$ cat config.mk
export PLATFORM = sky130hd
export DESIGN_NAME = ffea_ram
export DESIGN_NICKNAME = d
export VERILOG_FILES = /design/src/design/first_fit_extent_allocator_macros.svh /design/src/design/ffea_ram.sv
export SDC_FILE = /design/constraint.sdc
export NUM_CORES = 2
export LEC_CHECK = 0
export ABC_AREA = 1
export BUFFER_PORTS_ARGS = -buffer_cell sky130_fd_sc_hd__buf_2
export CAP_MARGIN = 20
export CELL_PAD_IN_SITES_DETAIL_PLACEMENT = 2
export CELL_PAD_IN_SITES_GLOBAL_PLACEMENT = 2
export CORE_UTILIZATION = 28
export CTS_CLUSTER_DIAMETER = 120
export DETAILED_ROUTE_END_ITERATION = 6
export PLACE_DENSITY_LB_ADDON = 0.1
export SLEW_MARGIN = 10
export SYNTH_ARGS = -nofsm -noshare
export SYNTH_HDL_FRONTEND = slang
export SYNTH_SLANG_ARGS = --single-unit
$ cat constraint.sdc
create_clock -name clk_i -period 8.3 [get_ports clk_i]
set_input_delay 0.83 -clock clk_i [delete_from_list [all_inputs] [get_ports clk_i]]
set_output_delay 0.83 -clock clk_i [all_outputs]
set_load 0.1 [all_outputs]
$ cat src/design/first_fit_extent_allocator_macros.svh
// assertion helpers for the extent allocator
`ifndef FIRST_FIT_EXTENT_ALLOCATOR_MACROS_SVH
`define FIRST_FIT_EXTENT_ALLOCATOR_MACROS_SVH
`define FFEA_ASSERT_IMP(label, clk, rst_n, a, c) \
  label: assert property (@(posedge clk) disable iff (!rst_n) (a) |-> (c)) \
    else $error("assertion failed");
`define FFEA_ASSERT_NXT(label, clk, rst_n, a, c) \
  label: assert property (@(posedge clk) disable iff (!rst_n) (a) |=> (c)) \
    else $error("assertion failed");
`endif

$ cat src/design/ffea_ram.sv
`timescale 1ns / 1ps
module ffea_ram #(
  parameter int unsigned Width = 32,
  parameter int unsigned Depth = 64
) (
  input  logic                     clk_i,
  input  logic                     we_i,
  input  logic [$clog2(Depth)-1:0] waddr_i,
  input  logic [Width-1:0]         wdata_i,
  input  logic [$clog2(Depth)-1:0] raddr_i,
  output logic [Width-1:0]         rdata_o
);
  logic [Width-1:0] mem_q [Depth];
  always_ff @(posedge clk_i) begin
    if (we_i) mem_q[waddr_i] <= wdata_i;
    rdata_o <= mem_q[raddr_i];
  end
endmodule

* Word level (Yosys, flattened, before mapping)
Memories as Yosys holds them, arrays and structs flattened. A register that Yosys moved wholly into a read port is not among the register bits.
Cells that the tools add are included.
** Word-level totals
- Input bits :: 46
- Memories :: 1
- Word-level logic and storage cells :: 3
- RAM bits :: 2048
- Register bits after elaboration :: 0
- Output and inout port bits :: 32
** Operators by class
- Mux-type cells :: 2
** Memory list
- mem_q :: depth 64, bits a word 32, read ports 1, clocked after Yosys merged registers in 1, wr ports 1, RTL line ffea_ram.sv:13 : logic [Width-1:0] mem_q [Depth];
** Operator list (number)
- 2-to-1 mux 1 bit :: 2

* Depth between registers and ports, before layout
- Depth in word-level cells :: 2
- Depth in mapped cells :: 13
- Mapped depth without buffers :: 9

* Worst setup path after synthesis
Ideal clock, no wire load.
- Path kind :: input port to flip-flop
- Start :: input port we_i
- End :: memory mem_q[48][0], enable pin
- Slack :: 3.340 ns
- Buffers on the path :: 1
- Stages :: 3
- Data required time :: 7.798 ns
- Data arrival time :: 4.458 ns
- Library setup time :: 0.502 ns
- Cell sequence :: clkbuf_1 > nand4_1 > nor4_1
** Between the ends
- Word-level cells in the longest chain between the ends :: 2
** RTL lines
- start: declaration :: RTL line ffea_ram.sv:7 : input logic we_i,
- 2-to-1 mux 1 bit :: RTL line ffea_ram.sv:15 : if (we_i) mem_q[waddr_i] <= wdata_i;
- 2-to-1 mux 1 bit (implied by the code) :: RTL line ffea_ram.sv:15
- end: declaration :: RTL line ffea_ram.sv:13
Every way passes these cells.

==> impl_metrics.toml <==
[detailed_routing]
drtIter0Drc = 4117
drt-pass1-iter-count = 7
drt-total-wl_um = 324800
drc = 24
final_antenna_net_count = 0
routed_via_density = 5.071
wl_per_cell_um = 29.72
dr_total_vias = 55410

[global_route]
antenna_found_initial = 41
track_usage = 0.2157
grt_pass1_vias = 59610
grt_most_used_layer = "met2"
met3_usage = 0.02699
use_met1 = 0.2864
grt_util_met2 = 0.3627
grt_max_degree = 218
globalRouteOverflowTotal = 0
grt_pass1_wl_um = 456100

[cells_and_area]
fillers = 30790
area.growth.synth_to_final_pct = 14.98
drive_above_1_share = 0.08919
multi_input_area_um2 = 18770
fin_cells = 10930
ff_latch_area_um2 = 62140
fin_nets = 6849

[place]
numPortBuffers = 77
gp_congestion = 0.7169
post-dp-hpwl_um = 162400
placedCellCount = 10480

[critical_path]
arrival_ns = 4.45
cp_slowest_stage_delay_ns = 0.65
required_ns = 9.14
critPathLaunchType = "input pin"
worstSetupPathType = "input pin to register"
endpoint_kind = "register"
critPathSlowestCell = "buf_4"
crit_fanout = 157
cp_cell_sequence = "buf_8 -> buf_4 -> buf_12 -> nand2_1 -> nand3_1 -> nand3_1 -> nand3_1 -> nand3_1 -> nand2_1 -> nand2_1 -> nand2_1"

[yosys]
yosysSeqAreaShare = 0.7510
yosysWarningCount = 0
netlist_instances = 6769
yosysTopAreaCell = "edfxtp_1"
synthTopCellsByArea = "edfxtp_1 (74%), nand3_1 (12%), nand2_1 (10%)"
yosysUniqueCellTypes = 16
netlist.area_leader.share = 0.7433
syn_avg_cell_area_um2 = 12.22
syn_area_um2 = 82740
syn-num-nets = 6815
ys_ff_latch = 2080

[sta]
skew_ns = 0.04281
worst_slew_pin_slew_ns = 1.063
max_freq_ghz = 0.2769
fin_tns_setup_ns = 0
slew_violations = 0
setup_viol = 0
rsz0062_at_grt = "false"
hold_viol_final = 0
fin_crit_sh = 0.4351
relSlewSlack = 0.2915
min_period_ns = 3.612

[clocking]
cts.htree.levels = 4
cts.path.max_buffers = 4
cts_buffers = 245
cts.sinks = 2080
cts_hold_buf = 0
cts_setup_buffers = 0
clk_pin_slew_ns = 0.06
cts_tree = "built"
clock_latency_ns = 0.93
cts.repair.resized = 0
cts-root-buf = "clkbuf_16"

[status]
status = "finished, violations left"
violations = "design-rule violations"

[floorplan]
pin_count = 78
die_area_um2 = 297700
rows = 199
dieHeight_um = 545.6
core_um2 = 293800
start_util = 0.2816
die_width_um = 545.6

[run]
cap_violations = 0

[pwr]
power_leakage_nw = 32.71
p_per_area_nw_per_um2 = 247.4
vdd.ir_drop.worst_mv = 0.1722

[min_path]
hold_path_class = "input pin to register"
-- through the flow --
step / cell area (um2) / hold WS, ns / setup WS, ns / power, W / utilization
after detailed placement: 87660 / 0.8038 / 3.781 / 0.01354 / 0.2983
after floorplan: 82740 / 0.7214 / 3.340 / 0.01273 / -
after global placement: 87660 / 0.7779 / 3.776 / 0.01351 / 0.2983
final: 95140 / 0.5612 / 4.688 / 0.02354 / 0.3238
after CTS: 95110 / 0.4930 / 4.783 / 0.02386 / 0.3237
after global routing: 95120 / 0.5407 / 4.482 / 0.02433 / 0.3237
-- final timing paths --
check | start | end | slack (ns) | cells after the start
worst max-delay path | raddr_i[0] | rdata_o[24] | 4.69 | 11
worst min-delay path | wdata_i[8] | mem_q[43][8] | 0.56 | 1
worst max register to register | mem_q[32][6] | rdata_o[6] | 6.12 | 8
worst min register to register | mem_q[26][27] | rdata_o[27] | 0.81 | 8
-- cells in the final DEF (no fill, tap or decap), types with 32 or more instances in the layout --
master / netlist / layout
buf_2: 282 / 72
buf_4: 45 / 149
clkbuf_1: 77 / 70
clkbuf_16: 0 / 251
clkinv_1: 0 / 52
clkinv_2: 0 / 32
dfxtp_1: 32 / 32
edfxtp_1: 2048 / 2048
nand2_1: 2248 / 2248
nand3_1: 1907 / 1907
nor2_4: 0 / 56
-- metal layers --
| layer | wire (um) | vias up |
|---|---|---|
| met5 | 47 | - |
| li1 | - | 24230 |
| met4 | 10950 | 8 |
| met3 | 13070 | 430 |
| met2 | 155500 | 1033 |
| met1 | 145300 | 29720 |
-- registers in the layout (all words and copies together), names as in the netlist --
register  count
mem_q      2048
rdata_o      32
-- kinds of logic (layout without fill, tap and decap cells) --
kind of cell,count (synthesis),in the layout,share of synthesized area
AND/OR/NAND/NOR,4228,4228,0.2212
buffers and inverters,461,688,0.02779
flip-flops,2080,2080,0.7510
other,0,12,0
-- where the power goes --
part | switching, W | leakage, nW | internal, W
logic | 0.00128 | 10.4 | 0.000305
clock network | 0.00443 | 3.65 | 0.00584
registers | 0.0000500 | 18.7 | 0.0116
-- critical path: cells and delay by family --
kind                   cells  cell delay, ns
AND/OR/NAND/NOR            8            1.63
buffers and inverters      3            1.71
-- synth_stat cells, drive strengths merged --
cell type,number
nand2,2248
edfxtp,2048
nand3,1907
buf,372
clkbuf,77
nor2,56
dfxtp,32
inv,12
nand4,9
nor4,8
-- cell type report --
| class | instances | share of cell area |
|---|---|---|
| sequential | 2080 | 0.6532 |
| multi-input combinational | 4228 | 0.1973 |
| clock buffer | 343 | 0.07197 |
| tap | 3919 | 0.05154 |
| timing repair buffer | 236 | 0.01848 |
| clock inverter | 97 | 0.006339 |
| inverter | 12 | 0.0009075 |
| antenna | 12 | 0.0003156 |
Note: power is estimated with default switching activity, not from simulation.
